`src/design/audio_level_pitch_analyzer_defines.svh`:
```
// assertion macros for the audio level and pitch analyzer
`ifndef AUDIO_LEVEL_PITCH_ANALYZER_DEFINES_SVH
`define AUDIO_LEVEL_PITCH_ANALYZER_DEFINES_SVH
`ifndef ASSERT_OFF
`define ALPA_ASSERT_IMP(lbl, clk, rstn, ante, cons) \
    lbl: assert property (@(posedge clk) disable iff (!(rstn)) (ante) |-> (cons)) \
        else $error("assertion failed");
`define ALPA_ASSERT_NXT(lbl, clk, rstn, ante, cons) \
    lbl: assert property (@(posedge clk) disable iff (!(rstn)) (ante) |=> (cons)) \
        else $error("assertion failed");
`else
`define ALPA_ASSERT_IMP(lbl, clk, rstn, ante, cons)
`define ALPA_ASSERT_NXT(lbl, clk, rstn, ante, cons)
`endif
`endif

```
`src/design/alpa_pkg.sv`:
```
`default_nettype none
package alpa_pkg;
    localparam int MAX_BUFFER = 2048;
    localparam int CNT_W = $clog2(MAX_BUFFER + 1);
    localparam int SUM_W = 30 + CNT_W;
    localparam int DIV_RAW = (SUM_W > 38) ? SUM_W : 38;
    localparam int DIV_W = DIV_RAW + (DIV_RAW % 2);
    localparam int DEN_W = 22;
    localparam int DREM_W = DEN_W + 1;
    localparam int ROOT_W = DIV_W / 2;
    localparam int SREM_W = ROOT_W + 2;
    localparam int DIV_STEPS = DIV_W;
    localparam int ROOT_STEPS = ROOT_W;
    localparam int ITER_W = $clog2(DIV_STEPS);
    localparam int SILENCE_GATE = 99;
    localparam int SPEED_FLOOR = 205;
    localparam int SPEED_SPAN = 61235;
    localparam int AMP_SCALE = 5;

    localparam logic [2:0] REG_SAMPLE_RATE = 3'd0;
    localparam logic [2:0] REG_CROSS_THRESHOLD = 3'd1;
    localparam logic [2:0] REG_MIN_LEVEL = 3'd2;
    localparam logic [2:0] REG_MAX_LEVEL = 3'd3;
    localparam logic [2:0] REG_MIN_PITCH = 3'd4;
    localparam logic [2:0] REG_MAX_PITCH = 3'd5;
    localparam logic [2:0] REG_LEVEL_SMOOTHING = 3'd6;
    localparam logic [2:0] REG_RATE_SMOOTHING = 3'd7;

    typedef struct packed {
        logic [17:0] sample_rate;
        logic [14:0] cross_threshold;
        logic [15:0] min_level;
        logic [15:0] max_level;
        logic [21:0] min_pitch;
        logic [21:0] max_pitch;
        logic [8:0]  level_smoothing;
        logic [8:0]  rate_smoothing;
    } cfg_t;

    typedef enum logic [4:0] {
        CMD_NONE,
        CMD_LATCH,
        CMD_SQUARE,
        CMD_ACCUM,
        CMD_LD_MEAN,
        CMD_DIV_STEP,
        CMD_LD_ROOT,
        CMD_SQRT_STEP,
        CMD_SET_LEVEL,
        CMD_SET_PITCH,
        CMD_LD_RAMP_LVL,
        CMD_LD_RAMP_PIT,
        CMD_GET_T_ROOT,
        CMD_GET_T,
        CMD_AMP_T,
        CMD_CUBE1,
        CMD_CUBE2,
        CMD_CUBE3,
        CMD_ZERO_TGT,
        CMD_LERP,
        CMD_EMIT_BUF,
        CMD_EMIT_FRM
    } cmd_t;

    typedef enum logic [4:0] {
        ST_IDLE,
        ST_SQUARE,
        ST_ACCUM,
        ST_MEAN_LD,
        ST_MEAN_DIV,
        ST_ROOT_LD,
        ST_ROOT,
        ST_LEVEL,
        ST_PITCH_DIV,
        ST_PITCH,
        ST_OUT_BUF,
        ST_GATE,
        ST_LVL_DIV,
        ST_LVL_T,
        ST_AMP_ROOT,
        ST_AMP_T,
        ST_PIT_LD,
        ST_PIT_DIV,
        ST_PIT_T,
        ST_CUBE1,
        ST_CUBE2,
        ST_CUBE3,
        ST_LERP,
        ST_OUT_FRM
    } state_t;

    typedef struct packed {
        logic buf_end;
        logic gate_open;
    } status_t;
endpackage
`default_nettype wire

```
`src/design/audio_level_pitch_analyzer.sv`:
```
// sample request: latched, squared, then accumulated before the next is taken
// buffer end: shared restoring divider gives the mean, bit-pair square root the level,
// then the divider the pitch; the result waits while the output register is full
// frame tick: gate open maps targets by divider, root and cube steps; gate shut zeroes them
// results sit in an output register; a new request is taken while one waits
// rst_n is asynchronous and active low; it clears control state and loads register defaults
`default_nettype none
module audio_level_pitch_analyzer (
    input  wire logic               clk,
    input  wire logic               rst_n,
    input  wire logic               in_valid,
    output logic                    in_ready,
    input  wire logic               action,
    input  wire logic signed [15:0] sample,
    input  wire logic               last,
    output logic                    out_valid,
    input  wire logic               out_ready,
    output logic                    kind,
    output logic [15:0]             level_rms,
    output logic [21:0]             pitch_hz,
    output logic [14:0]             amplitude,
    output logic [15:0]             speed,
    input  wire logic               psel,
    input  wire logic               penable,
    input  wire logic               pwrite,
    input  wire logic [4:0]         paddr,
    input  wire logic [31:0]        pwdata,
    output logic [31:0]             prdata,
    output logic                    pready
);
    alpa_pkg::cfg_t    cfg_reg;
    alpa_pkg::cmd_t    cmd;
    alpa_pkg::status_t status;
    logic [2:0]        reg_idx;

    assign reg_idx = paddr[4:2];
    assign pready = 1'b1;

    always_ff @(posedge clk or negedge rst_n)
    begin
        if (!rst_n)
        begin
            cfg_reg.sample_rate <= 18'd44100;
            cfg_reg.cross_threshold <= 15'd256;
            cfg_reg.min_level <= 16'd131;
            cfg_reg.max_level <= 16'd655;
            cfg_reg.min_pitch <= 22'd1280;
            cfg_reg.max_pitch <= 22'd4000;
            cfg_reg.level_smoothing <= 9'd51;
            cfg_reg.rate_smoothing <= 9'd90;
        end
        else if (psel && penable && pwrite && pready)
        begin
            case (reg_idx)
                alpa_pkg::REG_SAMPLE_RATE:     cfg_reg.sample_rate <= pwdata[17:0];
                alpa_pkg::REG_CROSS_THRESHOLD: cfg_reg.cross_threshold <= pwdata[14:0];
                alpa_pkg::REG_MIN_LEVEL:       cfg_reg.min_level <= pwdata[15:0];
                alpa_pkg::REG_MAX_LEVEL:       cfg_reg.max_level <= pwdata[15:0];
                alpa_pkg::REG_MIN_PITCH:       cfg_reg.min_pitch <= pwdata[21:0];
                alpa_pkg::REG_MAX_PITCH:       cfg_reg.max_pitch <= pwdata[21:0];
                alpa_pkg::REG_LEVEL_SMOOTHING: cfg_reg.level_smoothing <= pwdata[8:0];
                alpa_pkg::REG_RATE_SMOOTHING:  cfg_reg.rate_smoothing <= pwdata[8:0];
                default:
                begin
                end
            endcase
        end
    end

    always_comb
    begin
        case (reg_idx)
            alpa_pkg::REG_SAMPLE_RATE:     prdata = 32'(cfg_reg.sample_rate);
            alpa_pkg::REG_CROSS_THRESHOLD: prdata = 32'(cfg_reg.cross_threshold);
            alpa_pkg::REG_MIN_LEVEL:       prdata = 32'(cfg_reg.min_level);
            alpa_pkg::REG_MAX_LEVEL:       prdata = 32'(cfg_reg.max_level);
            alpa_pkg::REG_MIN_PITCH:       prdata = 32'(cfg_reg.min_pitch);
            alpa_pkg::REG_MAX_PITCH:       prdata = 32'(cfg_reg.max_pitch);
            alpa_pkg::REG_LEVEL_SMOOTHING: prdata = 32'(cfg_reg.level_smoothing);
            alpa_pkg::REG_RATE_SMOOTHING:  prdata = 32'(cfg_reg.rate_smoothing);
            default:                       prdata = '0;
        endcase
    end

    alpa_ctrl u_ctrl (
        .clk       (clk),
        .rst_n     (rst_n),
        .in_valid  (in_valid),
        .in_ready  (in_ready),
        .action    (action),
        .out_valid (out_valid),
        .out_ready (out_ready),
        .status    (status),
        .cmd       (cmd)
    );

    alpa_datapath u_datapath (
        .clk       (clk),
        .rst_n     (rst_n),
        .cmd       (cmd),
        .cfg       (cfg_reg),
        .sample    (sample),
        .last      (last),
        .status    (status),
        .kind      (kind),
        .level_rms (level_rms),
        .pitch_hz  (pitch_hz),
        .amplitude (amplitude),
        .speed     (speed)
    );
endmodule
`default_nettype wire

```
`src/design/alpa_datapath.sv`:
```
`default_nettype none
module alpa_datapath (
    input  wire logic                clk,
    input  wire logic                rst_n,
    input  wire alpa_pkg::cmd_t      cmd,
    input  wire alpa_pkg::cfg_t      cfg,
    input  wire logic signed [15:0]  sample,
    input  wire logic                last,
    output alpa_pkg::status_t        status,
    output logic                     kind,
    output logic [15:0]              level_rms,
    output logic [21:0]              pitch_hz,
    output logic [14:0]              amplitude,
    output logic [15:0]              speed
);
    localparam int CW = alpa_pkg::CNT_W;
    localparam int DW = alpa_pkg::DIV_W;
    localparam int NW = alpa_pkg::DEN_W;
    localparam int RW = alpa_pkg::DREM_W;
    localparam int QW = alpa_pkg::ROOT_W;
    localparam int SW = alpa_pkg::SREM_W;

    logic [alpa_pkg::SUM_W-1:0] sum_sq_reg;
    logic [CW-1:0]              cnt_reg;
    logic [CW-1:0]              cross_reg;
    logic signed [15:0]         prev_reg;
    logic [15:0]                held_level_reg;
    logic [21:0]                held_pitch_reg;
    logic [14:0]                amp_reg;
    logic [15:0]                spd_reg;

    logic signed [15:0]         cur_reg;
    logic                       last_reg;
    logic [31:0]                sq_reg;
    logic [DW-1:0]              num_reg;
    logic [NW-1:0]              den_reg;
    logic [RW-1:0]              drem_reg;
    logic [SW-1:0]              srem_reg;
    logic [QW-1:0]              root_reg;
    logic                       t_hi_reg;
    logic                       t_lo_reg;
    logic [16:0]                t_reg;
    logic [17:0]                p_reg;
    logic [14:0]                amp_t_reg;
    logic [15:0]                spd_t_reg;

    logic signed [16:0] cur_x, prev_x, th_x;
    logic [16:0]        mag;
    logic               crossing;
    logic [RW:0]        div_try;
    logic               div_ge;
    logic [SW+1:0]      sq_try;
    logic [SW+1:0]      sq_trial;
    logic               sq_ge;
    logic [21:0]        rv, rlo, rhi;
    logic [16:0]        t_now;
    logic [CW+17:0]     pit_prod;
    logic [8:0]         fl_amp, fl_spd;
    logic               amp_up, spd_up;
    logic [14:0]        amp_d;
    logic [15:0]        spd_d;
    logic [23:0]        amp_m;
    logic [24:0]        spd_m;
    logic [19:0]        amp_prod;
    logic [33:0]        cube_a;
    logic [34:0]        cube_b;
    logic [33:0]        cube_c;

    always_comb
    begin
        cur_x = {cur_reg[15], cur_reg};
        prev_x = {prev_reg[15], prev_reg};
        th_x = {2'b00, cfg.cross_threshold};
        mag = cur_reg[15] ? 17'(-cur_x) : 17'(cur_x);
        crossing = (cnt_reg != '0)
                 && (((prev_x < -th_x) && (cur_x > th_x))
                 || ((prev_x > th_x) && (cur_x < -th_x)));
        div_try = {drem_reg, num_reg[DW-1]};
        div_ge = div_try >= (RW+1)'(den_reg);
        sq_try = {srem_reg, num_reg[DW-1:DW-2]};
        sq_trial = (SW+2)'({root_reg, 2'b01});
        sq_ge = sq_try >= sq_trial;
        if (cmd == alpa_pkg::CMD_LD_RAMP_LVL)
        begin
            rv = 22'(held_level_reg);
            rlo = 22'(cfg.min_level);
            rhi = 22'(cfg.max_level);
        end
        else
        begin
            rv = held_pitch_reg;
            rlo = cfg.min_pitch;
            rhi = cfg.max_pitch;
        end
        t_now = t_hi_reg ? 17'h10000 : (t_lo_reg ? 17'd0 : num_reg[16:0]);
        pit_prod = (CW+18)'(cross_reg) * (CW+18)'(cfg.sample_rate);
        fl_amp = (cfg.level_smoothing > 9'd256) ? 9'd256 : cfg.level_smoothing;
        fl_spd = (cfg.rate_smoothing > 9'd256) ? 9'd256 : cfg.rate_smoothing;
        amp_up = amp_t_reg >= amp_reg;
        spd_up = spd_t_reg >= spd_reg;
        amp_d = amp_up ? (amp_t_reg - amp_reg) : (amp_reg - amp_t_reg);
        spd_d = spd_up ? (spd_t_reg - spd_reg) : (spd_reg - spd_t_reg);
        amp_m = 24'(amp_d) * 24'(fl_amp);
        spd_m = 25'(spd_d) * 25'(fl_spd);
        amp_prod = 20'(root_reg[16:0]) * 20'(alpa_pkg::AMP_SCALE);
        cube_a = 34'(t_reg) * 34'(t_reg);
        cube_b = 35'(p_reg) * 35'(t_reg);
        cube_c = 34'(p_reg) * 34'(alpa_pkg::SPEED_SPAN);
        status.buf_end = last_reg
            || (cnt_reg == CW'(alpa_pkg::MAX_BUFFER - 1));
        status.gate_open = held_level_reg >= 16'(alpa_pkg::SILENCE_GATE);
    end

    // per-buffer accumulators and held results
    always_ff @(posedge clk or negedge rst_n)
    begin
        if (!rst_n)
        begin
            sum_sq_reg <= '0;
            cnt_reg <= '0;
            cross_reg <= '0;
            prev_reg <= '0;
            held_level_reg <= '0;
            held_pitch_reg <= '0;
            amp_reg <= '0;
            spd_reg <= '0;
        end
        else
        begin
            case (cmd)
                alpa_pkg::CMD_ACCUM:
                begin
                    sum_sq_reg <= sum_sq_reg + alpa_pkg::SUM_W'(sq_reg);
                    if (crossing)
                        cross_reg <= cross_reg + 1'b1;
                    prev_reg <= cur_reg;
                    cnt_reg <= cnt_reg + 1'b1;
                end
                alpa_pkg::CMD_SET_LEVEL:
                    held_level_reg <= root_reg[15:0];
                alpa_pkg::CMD_SET_PITCH:
                begin
                    held_pitch_reg <= (cross_reg >= CW'(2)) ? num_reg[21:0] : 22'd0;
                    sum_sq_reg <= '0;
                    cnt_reg <= '0;
                    cross_reg <= '0;
                    prev_reg <= '0;
                end
                alpa_pkg::CMD_LERP:
                begin
                    amp_reg <= amp_up ? (amp_reg + amp_m[22:8]) : (amp_reg - amp_m[22:8]);
                    spd_reg <= spd_up ? (spd_reg + spd_m[23:8]) : (spd_reg - spd_m[23:8]);
                end
                default:
                begin
                end
            endcase
        end
    end

    // shared divider, root and mapping work registers, sample latch and output registers
    always_ff @(posedge clk)
    begin
        case (cmd)
            alpa_pkg::CMD_LATCH:
            begin
                cur_reg <= sample;
                last_reg <= last;
            end
            alpa_pkg::CMD_SQUARE:
                sq_reg <= 32'(mag) * 32'(mag);
            alpa_pkg::CMD_LD_MEAN:
            begin
                num_reg <= DW'(sum_sq_reg);
                den_reg <= NW'(cnt_reg);
                drem_reg <= '0;
            end
            alpa_pkg::CMD_DIV_STEP:
            begin
                drem_reg <= div_ge ? RW'(div_try - (RW+1)'(den_reg)) : RW'(div_try);
                num_reg <= {num_reg[DW-2:0], div_ge};
            end
            alpa_pkg::CMD_LD_ROOT:
            begin
                srem_reg <= '0;
                root_reg <= '0;
            end
            alpa_pkg::CMD_SQRT_STEP:
            begin
                srem_reg <= sq_ge ? SW'(sq_try - sq_trial) : SW'(sq_try);
                root_reg <= {root_reg[QW-2:0], sq_ge};
                num_reg <= {num_reg[DW-3:0], 2'b00};
            end
            alpa_pkg::CMD_SET_LEVEL:
            begin
                num_reg <= DW'({pit_prod, 3'b000});
                den_reg <= NW'(cnt_reg);
                drem_reg <= '0;
            end
            alpa_pkg::CMD_LD_RAMP_LVL, alpa_pkg::CMD_LD_RAMP_PIT:
            begin
                t_hi_reg <= rv >= rhi;
                t_lo_reg <= rv <= rlo;
                num_reg <= DW'({22'(rv - rlo), 16'h0000});
                den_reg <= NW'(rhi - rlo);
                drem_reg <= '0;
            end
            alpa_pkg::CMD_GET_T_ROOT:
            begin
                t_reg <= t_now;
                num_reg <= DW'({t_now, 16'h0000});
                srem_reg <= '0;
                root_reg <= '0;
            end
            alpa_pkg::CMD_GET_T:
                t_reg <= t_now;
            alpa_pkg::CMD_AMP_T:
                amp_t_reg <= amp_prod[18:4];
            alpa_pkg::CMD_CUBE1:
                p_reg <= cube_a[33:16];
            alpa_pkg::CMD_CUBE2:
                p_reg <= cube_b[33:16];
            alpa_pkg::CMD_CUBE3:
                spd_t_reg <= 16'(alpa_pkg::SPEED_FLOOR) + cube_c[31:16];
            alpa_pkg::CMD_ZERO_TGT:
            begin
                amp_t_reg <= '0;
                spd_t_reg <= '0;
            end
            alpa_pkg::CMD_EMIT_BUF, alpa_pkg::CMD_EMIT_FRM:
            begin
                kind <= (cmd == alpa_pkg::CMD_EMIT_FRM);
                level_rms <= held_level_reg;
                pitch_hz <= held_pitch_reg;
                amplitude <= amp_reg;
                speed <= spd_reg;
            end
            default:
            begin
            end
        endcase
    end
endmodule
`default_nettype wire

```
`src/design/alpa_ctrl.sv`:
```
`default_nettype none
`include "audio_level_pitch_analyzer_defines.svh"
module alpa_ctrl (
    input  wire logic               clk,
    input  wire logic               rst_n,
    input  wire logic               in_valid,
    output logic                    in_ready,
    input  wire logic               action,
    output logic                    out_valid,
    input  wire logic               out_ready,
    input  wire alpa_pkg::status_t  status,
    output alpa_pkg::cmd_t          cmd
);
    alpa_pkg::state_t state_reg, state_next;
    logic [alpa_pkg::ITER_W-1:0] iter_reg, iter_next;
    logic out_valid_reg, out_valid_next;
    logic div_last, root_last, slot_free, emit;

    always_ff @(posedge clk or negedge rst_n)
    begin
        if (!rst_n)
        begin
            state_reg <= alpa_pkg::ST_IDLE;
            iter_reg <= '0;
            out_valid_reg <= 1'b0;
        end
        else
        begin
            state_reg <= state_next;
            iter_reg <= iter_next;
            out_valid_reg <= out_valid_next;
        end
    end

    always_comb
    begin
        div_last = iter_reg == alpa_pkg::ITER_W'(alpa_pkg::DIV_STEPS - 1);
        root_last = iter_reg == alpa_pkg::ITER_W'(alpa_pkg::ROOT_STEPS - 1);
        slot_free = !out_valid_reg || out_ready;
        state_next = state_reg;
        cmd = alpa_pkg::CMD_NONE;
        in_ready = 1'b0;
        iter_next = '0;
        case (state_reg)
            alpa_pkg::ST_IDLE:
            begin
                in_ready = 1'b1;
                if (in_valid)
                begin
                    cmd = alpa_pkg::CMD_LATCH;
                    state_next = action ? alpa_pkg::ST_GATE : alpa_pkg::ST_SQUARE;
                end
            end
            alpa_pkg::ST_SQUARE:
            begin
                cmd = alpa_pkg::CMD_SQUARE;
                state_next = alpa_pkg::ST_ACCUM;
            end
            alpa_pkg::ST_ACCUM:
            begin
                cmd = alpa_pkg::CMD_ACCUM;
                state_next = status.buf_end ? alpa_pkg::ST_MEAN_LD : alpa_pkg::ST_IDLE;
            end
            alpa_pkg::ST_MEAN_LD:
            begin
                cmd = alpa_pkg::CMD_LD_MEAN;
                state_next = alpa_pkg::ST_MEAN_DIV;
            end
            alpa_pkg::ST_MEAN_DIV:
            begin
                cmd = alpa_pkg::CMD_DIV_STEP;
                iter_next = iter_reg + 1'b1;
                if (div_last)
                    state_next = alpa_pkg::ST_ROOT_LD;
            end
            alpa_pkg::ST_ROOT_LD:
            begin
                cmd = alpa_pkg::CMD_LD_ROOT;
                state_next = alpa_pkg::ST_ROOT;
            end
            alpa_pkg::ST_ROOT:
            begin
                cmd = alpa_pkg::CMD_SQRT_STEP;
                iter_next = iter_reg + 1'b1;
                if (root_last)
                    state_next = alpa_pkg::ST_LEVEL;
            end
            alpa_pkg::ST_LEVEL:
            begin
                cmd = alpa_pkg::CMD_SET_LEVEL;
                state_next = alpa_pkg::ST_PITCH_DIV;
            end
            alpa_pkg::ST_PITCH_DIV:
            begin
                cmd = alpa_pkg::CMD_DIV_STEP;
                iter_next = iter_reg + 1'b1;
                if (div_last)
                    state_next = alpa_pkg::ST_PITCH;
            end
            alpa_pkg::ST_PITCH:
            begin
                cmd = alpa_pkg::CMD_SET_PITCH;
                state_next = alpa_pkg::ST_OUT_BUF;
            end
            alpa_pkg::ST_OUT_BUF:
            begin
                if (slot_free)
                begin
                    cmd = alpa_pkg::CMD_EMIT_BUF;
                    state_next = alpa_pkg::ST_IDLE;
                end
            end
            alpa_pkg::ST_GATE:
            begin
                if (status.gate_open)
                begin
                    cmd = alpa_pkg::CMD_LD_RAMP_LVL;
                    state_next = alpa_pkg::ST_LVL_DIV;
                end
                else
                begin
                    cmd = alpa_pkg::CMD_ZERO_TGT;
                    state_next = alpa_pkg::ST_LERP;
                end
            end
            alpa_pkg::ST_LVL_DIV:
            begin
                cmd = alpa_pkg::CMD_DIV_STEP;
                iter_next = iter_reg + 1'b1;
                if (div_last)
                    state_next = alpa_pkg::ST_LVL_T;
            end
            alpa_pkg::ST_LVL_T:
            begin
                cmd = alpa_pkg::CMD_GET_T_ROOT;
                state_next = alpa_pkg::ST_AMP_ROOT;
            end
            alpa_pkg::ST_AMP_ROOT:
            begin
                cmd = alpa_pkg::CMD_SQRT_STEP;
                iter_next = iter_reg + 1'b1;
                if (root_last)
                    state_next = alpa_pkg::ST_AMP_T;
            end
            alpa_pkg::ST_AMP_T:
            begin
                cmd = alpa_pkg::CMD_AMP_T;
                state_next = alpa_pkg::ST_PIT_LD;
            end
            alpa_pkg::ST_PIT_LD:
            begin
                cmd = alpa_pkg::CMD_LD_RAMP_PIT;
                state_next = alpa_pkg::ST_PIT_DIV;
            end
            alpa_pkg::ST_PIT_DIV:
            begin
                cmd = alpa_pkg::CMD_DIV_STEP;
                iter_next = iter_reg + 1'b1;
                if (div_last)
                    state_next = alpa_pkg::ST_PIT_T;
            end
            alpa_pkg::ST_PIT_T:
            begin
                cmd = alpa_pkg::CMD_GET_T;
                state_next = alpa_pkg::ST_CUBE1;
            end
            alpa_pkg::ST_CUBE1:
            begin
                cmd = alpa_pkg::CMD_CUBE1;
                state_next = alpa_pkg::ST_CUBE2;
            end
            alpa_pkg::ST_CUBE2:
            begin
                cmd = alpa_pkg::CMD_CUBE2;
                state_next = alpa_pkg::ST_CUBE3;
            end
            alpa_pkg::ST_CUBE3:
            begin
                cmd = alpa_pkg::CMD_CUBE3;
                state_next = alpa_pkg::ST_LERP;
            end
            alpa_pkg::ST_LERP:
            begin
                cmd = alpa_pkg::CMD_LERP;
                state_next = alpa_pkg::ST_OUT_FRM;
            end
            alpa_pkg::ST_OUT_FRM:
            begin
                if (slot_free)
                begin
                    cmd = alpa_pkg::CMD_EMIT_FRM;
                    state_next = alpa_pkg::ST_IDLE;
                end
            end
            default:
                state_next = alpa_pkg::ST_IDLE;
        endcase
        emit = (cmd == alpa_pkg::CMD_EMIT_BUF) || (cmd == alpa_pkg::CMD_EMIT_FRM);
        out_valid_next = emit || (out_valid_reg && !out_ready);
        out_valid = out_valid_reg;
    end

    `ALPA_ASSERT_NXT(a_sample_to_square, clk, rst_n, in_valid && in_ready && !action, state_reg == alpa_pkg::ST_SQUARE)
    `ALPA_ASSERT_IMP(a_emit_slot_free, clk, rst_n, emit, !out_valid_reg || out_ready)
    `ALPA_ASSERT_IMP(a_iter_bound, clk, rst_n, state_reg == alpa_pkg::ST_ROOT || state_reg == alpa_pkg::ST_AMP_ROOT, iter_reg < alpa_pkg::ITER_W'(alpa_pkg::ROOT_STEPS))
    `ALPA_ASSERT_NXT(a_result_held, clk, rst_n, out_valid_reg && !out_ready, out_valid_reg && !in_ready || out_valid_reg)
endmodule
`default_nettype wire
```
`config.mk`:
```
export PLATFORM = sky130hd
export DESIGN_NAME = audio_level_pitch_analyzer
export DESIGN_NICKNAME = d
export VERILOG_FILES = /design/src/design/alpa_pkg.sv /design/src/design/audio_level_pitch_analyzer.sv /design/src/design/alpa_datapath.sv /design/src/design/alpa_ctrl.sv
export VERILOG_INCLUDE_DIRS = /design/src /design/src/design
export SDC_FILE = /design/constraint.sdc
export NUM_CORES = 2
export LEC_CHECK = 0
export BUFFER_PORTS_ARGS = -buffer_cell sky130_fd_sc_hd__buf_2
export CORE_MARGIN = 2
export CORE_UTILIZATION = 60
export CTS_CLUSTER_DIAMETER = 60
export DETAILED_ROUTE_END_ITERATION = 8
export PLACE_DENSITY = 0.8
export SYNTH_ARGS = -nofsm -noshare
export SYNTH_HDL_FRONTEND = slang
export SYNTH_SLANG_ARGS = --single-unit
```
`constraint.sdc`:
```
create_clock -name clk -period 15.3 [get_ports clk]
set_input_delay 0.765 -clock clk [delete_from_list [all_inputs] [get_ports clk]]
set_output_delay 0.765 -clock clk [all_outputs]
set_load 0.02 [all_outputs]
```
======== After elaboration in Yosys (flattened, before gate mapping) ========
Cells that the tools add are included.
word-level totals
  RAM bits ................................ 0
  memories kept ........................... 0
  latch bits .............................. 0
  memory bits (read-only) ................. 0
  output and inout port bits .............. 105
  word-level logic and storage cells ...... 234
  bits in registers ....................... 608
  input bits .............................. 62
operators by class
  shift-type cells ........................ 0
  reduce and logical (&&, ||, !) cells .... 44
  multipliers ............................. 8
  multiplexer cells ....................... 48
  $add $sub $neg .......................... 19
  equal/unequal tests ..................... 63
  bitwise operators ....................... 0
  $lt $le $gt $ge ......................... 14
  div/mod/pow operators ................... 0
operators with widths
  kind                                                                   number
  32-bit case mux with 8 select lines                                    1
  42-bit case mux with 6 select lines                                    1
  5-bit case mux with 23 select lines                                    1
  5-bit case mux with 20 select lines                                    1
  23-bit case mux with 2 select lines                                    2
  22-bit 2-to-1 mux                                                      4
  42-bit case mux with 2 select lines                                    1
  5-bit by 4-bit equality test with 1-bit output, second input constant  16
  5-bit equality test, second input constant                             14
  16-bit case mux with 2 select lines                                    2
  5-bit 2-to-1 mux                                                       12
  17-bit 2-to-1 mux                                                      3
  12-bit case mux with 2 select lines                                    2
  16-bit subtractor                                                      3
  23-bit 2-to-1 mux                                                      2
  15-bit subtractor                                                      3
  22-bit case mux with 2 select lines                                    1
  22-bit subtractor                                                      2
  42-bit by 32-bit adder with 42-bit output                              1
  21-bit case mux with 2 select lines                                    1
  5-bit by 3-bit equality test with 1-bit output, second input constant  8
  18-bit case mux with 2 select lines                                    1
  16-bit by 17-bit < comparator with 1-bit output                        2
  17-bit by 17-bit multiplier with 34-bit output                         1
  other kinds (58)                                                       111

======== Logic depth before layout (Yosys ltp) ========
  word-level depth ........................ 8
  depth in mapped cells ................... 50
  depth with buffers taken out ............ 48

======== By module ========
Synthesis repeated with hierarchy kept, for this count alone.
unflattened totals
  cells, all modules ...................... 8907
  area total of the unflattened synthesis .. 83632.7 um2
by module, submodules not included
  module                      seq. area each (um2)  times used  area an instance (um2)  cells an instance
  alpa_datapath               13297.8               1           76568.4                 8350
  audio_level_pitch_analyzer  3218.1                1           5950.7                  423
  alpa_ctrl                   300.3                 1           1113.6                  134

======== Worst setup path after synthesis ========
OpenSTA, ideal clock, no wires.
  path kind ............................... register to register
  start ................................... register u_datapath.amp_reg[11]
  end ..................................... register u_datapath.amp_reg[14]
  required time ........................... 15177 ps
  period minus slack after synthesis ...... 10608 ps
  path buffers ............................ 3
  stages on the path, launching flop included .. 45
  library setup time ...................... 123 ps
  setup slack ............................. 4692 ps
  data arrival time ....................... 10486 ps
  cell sequence ........................... dfrtp_1 ha_1 buf_2 and4_1 a311oi_1 nand3_1 mux2_2 a221o_1 buf_2 a21oi_1 o22ai_1 a311oi_1 xnor2_1 nand2_1 fa_1 inv_1 fa_1 fa_1 (+9 left out) a21oi_1 a21boi_1 o31a_1 xor2_1 or4_4 o21ai_0 xnor2_1 ha_1 or4_1 o311ai_0 a211oi_1 or4_1 o2111ai_1 nor3_1 xor2_1 xnor2_1 nor2_1 xnor2_1
between the ends
  longest elaborated chain between the ends .. 5
  elaborated cells between the ends (all ways) .. 8
  those cells by class .................... add/sub (4); mul (1); order compare (1); mux (2)
ends and longest elaborated chain
  element                                                                         line                                       text
  start: declaration                                                              alpa_datapath.sv:29                        logic [14:0] amp_reg;
  start signal: assignment                                                        alpa_datapath.sv:151                       amp_reg <= amp_up ? (amp_reg + amp_m[22:8]) : (amp_reg - amp_m[22:8]);
  15-bit subtractor / 15-bit greater-or-equal comparator (equally long branches)  alpa_datapath.sv:101, alpa_datapath.sv:99
  15-bit 2-to-1 mux                                                               alpa_datapath.sv:101                       amp_d = amp_up ? (amp_t_reg - amp_reg) : (amp_reg - amp_t_reg);
  15-bit by 9-bit multiplier with 23-bit output                                   alpa_datapath.sv:103                       amp_m = 24'(amp_d) * 24'(fl_amp);
  15-bit subtractor / 15-bit adder (equally long branches)                        alpa_datapath.sv:151
  15-bit 2-to-1 mux (*)                                                           alpa_datapath.sv:151
Mark *: on every way between the ends. The rest lies on a longest branch, timed or not.
A chain may end at the register's enable or synchronous reset.

======== Final worst setup path ========
  start ................................... register u_datapath.amp_reg[14]
  end ..................................... register u_datapath.amp_reg[14]
The elaborated chain is that of the path after synthesis.

==> results.py <==
metrics = {
    "run_status": {
        "status": "finished, violations left",
        "violations": "design-rule violations",
    },
    "logic_synthesis": {
        "synth_edf_count": 317,
        "synthTopCellsByArea": "fa_1 26%, ha_1 13%, edfxtp_1 11%",
        "ys_ff_latch": 607,
        "synth_top_area_share_pct": 26.4,
        "synth_top_area_cell": "fa_1",
        "netlist_area_um2": 84000,
        "ys_seq_area_share_pct": 20.0,
        "synthArstFlopShare_pct": 47.8,
        "synthFlopType": "edfxtp_1",
        "syn_avg_cell_area_um2": 9.36,
        "synth_cells": 8970,
        "ys_types": 105,
        "synth_warnings": 0,
    },
    "detailed_routing": {
        "drt_iter0_markers": 6304,
        "drc": 2,
        "ant_nets": 0,
        "drt_first_pass_iters": 9,
        "vias_per_cell": 5.97,
        "via_count": 65500,
        "totalWireLength_um": 232000,
        "wl_per_cell_um": 21.2,
    },
    "clock_network": {
        "clock-sinks": 607,
        "cts_tree": "done",
        "post_cts_resize_count": 0,
        "cts_hold_buffers": 0,
        "cts_root_buf": "clkbuf_16",
        "cts_setup_buffers": 0,
        "htree_levels": 3,
        "clockBufferDepth": 3,
        "path_clk_slew_ns": 0.06,
        "cts_buffers": 78,
        "clkLatencyLatePin_ns": 0.67,
    },
    "setup_path": {
        "worstPathMaxFanout": 21,
        "timing.rr.start": "u_datapath.amp_reg[14]$_DFFE_PN0N_",
        "cp_data_arrival_time_ns": 13.84,
        "crit_type": "reg -> reg",
        "reg2reg_depth": 43,
        "r2r_end": "u_datapath.amp_reg[14]$_DFFE_PN0N_",
        "slowest_delay_ns": 0.86,
        "r2r_slack_ns": 2.01,
        "critPathCaptureType": "register",
        "required_ns": 15.85,
        "cp-start-kind": "register",
        "slowest_stage": "nand3_1",
    },
    "global_route": {
        "grt_max_degree": 83,
        "grt_pass1_wl_um": 368000,
        "antenna_found_initial": 15,
        "gr-total-overflow": 0,
        "grt_pass1_vias": 68200,
        "grt_util_all_layers_pct": 33.0,
    },
    "sta": {
        "finalMaxSlewViolations": 0,
        "fin_skew_ns": 0.0366,
        "setup_viol": 0,
        "worst_slew_pin_slew_ns": 1.37,
        "min_period_ns": 13.29,
        "finalCritPeriodShare_pct": 86.9,
        "max_freq_mhz": 75.2,
        "rsz0062_at_grt": "false",
        "relSlewSlack_pct": 8.23,
        "hold_violations": 0,
        "setup-tns-final_ns": 0,
    },
    "final_layout": {
        "final_layout_size_suffix_gt1_share_pct": 7.59,
        "area_growth_pct": 6.62,
        "fin_nets": 11100,
        "largest_register_ffs": 127,
    },
    "placed_design": {
        "placement.io_buffers": 143,
        "gp_congestion": 1.02,
        "place_hpwl_um": 183000,
    },
    "floorplan": {
        "core_region_area_um2": 139000,
        "fp-row-count": 137,
        "start_util_pct": 60.3,
        "dieArea_um2": 143000,
        "io_pins": 167,
        "dieHeight_um": 378,
        "die_w_um": 378,
    },
    "flow_run": {
        "drv_cap": 0,
    },
    "hold_path": {
        "hold_class": "in -> async",
    },
}
cells by family (layout without fill, tap and decap cells):
group / count (synthesis) / count (layout) / synth area share [%]
AND/OR/NAND/NOR: 2419 / 2419 / 13.4
adder cells (fa/ha/maj): 1999 / 1999 / 39.7
buffers and inverters: 1977 / 2043 / 8.91
AO/OA/AOI/OAI: 1295 / 1295 / 10.2
flip-flops: 607 / 607 / 20.0
XOR/XNOR: 368 / 368 / 3.86
multiplexers: 303 / 303 / 3.99
other: 2 / 53 / 0.00894
worst max-delay path: cells and delay by family (launching register included):
| family | cells | cell delay (ns) |
|---|---|---|
| AOI/OAI and AO/OA | 14 | 4.60 |
| xor gates and xnor gates | 6 | 1.24 |
| adders and majority gates | 7 | 3.17 |
| buffers and inverters | 4 | 0.24 |
| DFF | 1 | 0.36 |
| muxes | 1 | 0.54 |
| and+or+nand+nor | 11 | 2.98 |
worst max-delay path by stage:
stage / from / endpoint / slack (ns) / cells past startpoint
floorplan: u_datapath.amp_reg[11]$_DFFE_PN0N_ / u_datapath.amp_reg[14]$_DFFE_PN0N_ / 4.69 / 44
global placement: u_datapath.amp_reg[14]$_DFFE_PN0N_ / u_datapath.amp_reg[14]$_DFFE_PN0N_ / 2.51 / 45
detailed placement: u_datapath.amp_reg[14]$_DFFE_PN0N_ / u_datapath.amp_reg[14]$_DFFE_PN0N_ / 2.26 / 43
CTS: u_datapath.amp_reg[14]$_DFFE_PN0N_ / u_datapath.amp_reg[14]$_DFFE_PN0N_ / 2.24 / 43
global route: u_datapath.amp_reg[14]$_DFFE_PN0N_ / u_datapath.amp_reg[14]$_DFFE_PN0N_ / 0.99 / 45
finish: u_datapath.amp_reg[14]$_DFFE_PN0N_ / u_datapath.amp_reg[14]$_DFFE_PN0N_ / 2.01 / 43
synth_stat cells (35+ instances only):
cell and count:
or3_1 44, xnor2_1 239, a31oi_1 41, inv_1 1641, nand2_1 988, nand2b_1 66
clkbuf_1 272, a22o_1 46, nand3_1 92, mux2_2 189, and2_1 269, nor3_1 87
o31ai_1 36, mux2i_1 107, o21ai_0 266, a21oi_1 346, a21o_1 130, o21bai_1 48
and3_1 52, nand4_1 46, fa_1 1106, a211oi_1 44, o21a_1 68, nor2_1 560
dfrtp_1 258, a222oi_1 35, ha_1 893, edfxtp_1 317, nor2b_1 76, xor2_1 127
layout make-up:
class / count / area (um^2)
clock inverter: 40 / 413
clock buffer: 105 / 2240
multi-input combinational: 6430 / 60000
antenna: 7 / 17.5
tap: 1876 / 2350
sequential: 607 / 16800
timing repair buffer: 247 / 1510
fill: 11000 / 49600
inverter: 1651 / 6200
metal layers:
| metal | track usage, % | vias up | wire length (um) | share of wire (%) |
|---|---|---|---|---|
| li1 | - | 29200 | - | - |
| met1 | 40.1 | 32600 | 85600 | 37 |
| met2 | 53.7 | 2911 | 108000 | 47 |
| met3 | 7.32 | 763 | 21600 | 9.3 |
| met4 | 20.2 | 18 | 16800 | 7.2 |
| met5 | 0 | - | 126 | 0.054 |
through the flow:
step	hold WS (ns)	worst slack (ns)	utilization (%)	instance area, um^2	std cells
CTS	0.0724	2.24	64.3	89500	11000
detailed placement	0.467	2.26	62.4	86900	10800
floorplan	0.425	4.69	-	84200	9014
global placement	0.472	2.51	62.4	86900	10800
finish	0.0567	2.01	64.3	89600	11000
global route	0.101	0.993	64.3	89500	11000
placed cells by master, fill, tap and decap left out, types with 83 or more instances in the layout:
cell type	n
a21o_1	130
a21oi_1	342
and2_1	269
buf_2	142
buf_4	104
clkbuf_16	83
dfrtp_1	258
edfxtp_1	317
fa_1	1106
ha_1	893
inv_1	1641
mux2_2	189
mux2i_1	107
nand2_1	987
nand3_1	90
nor2_1	554
o21ai_0	266
xnor2_1	238
xor2_1	127
Power is not shown: default switching activity piles up to over one toggle a cycle in this logic, so the estimate is an artifact.
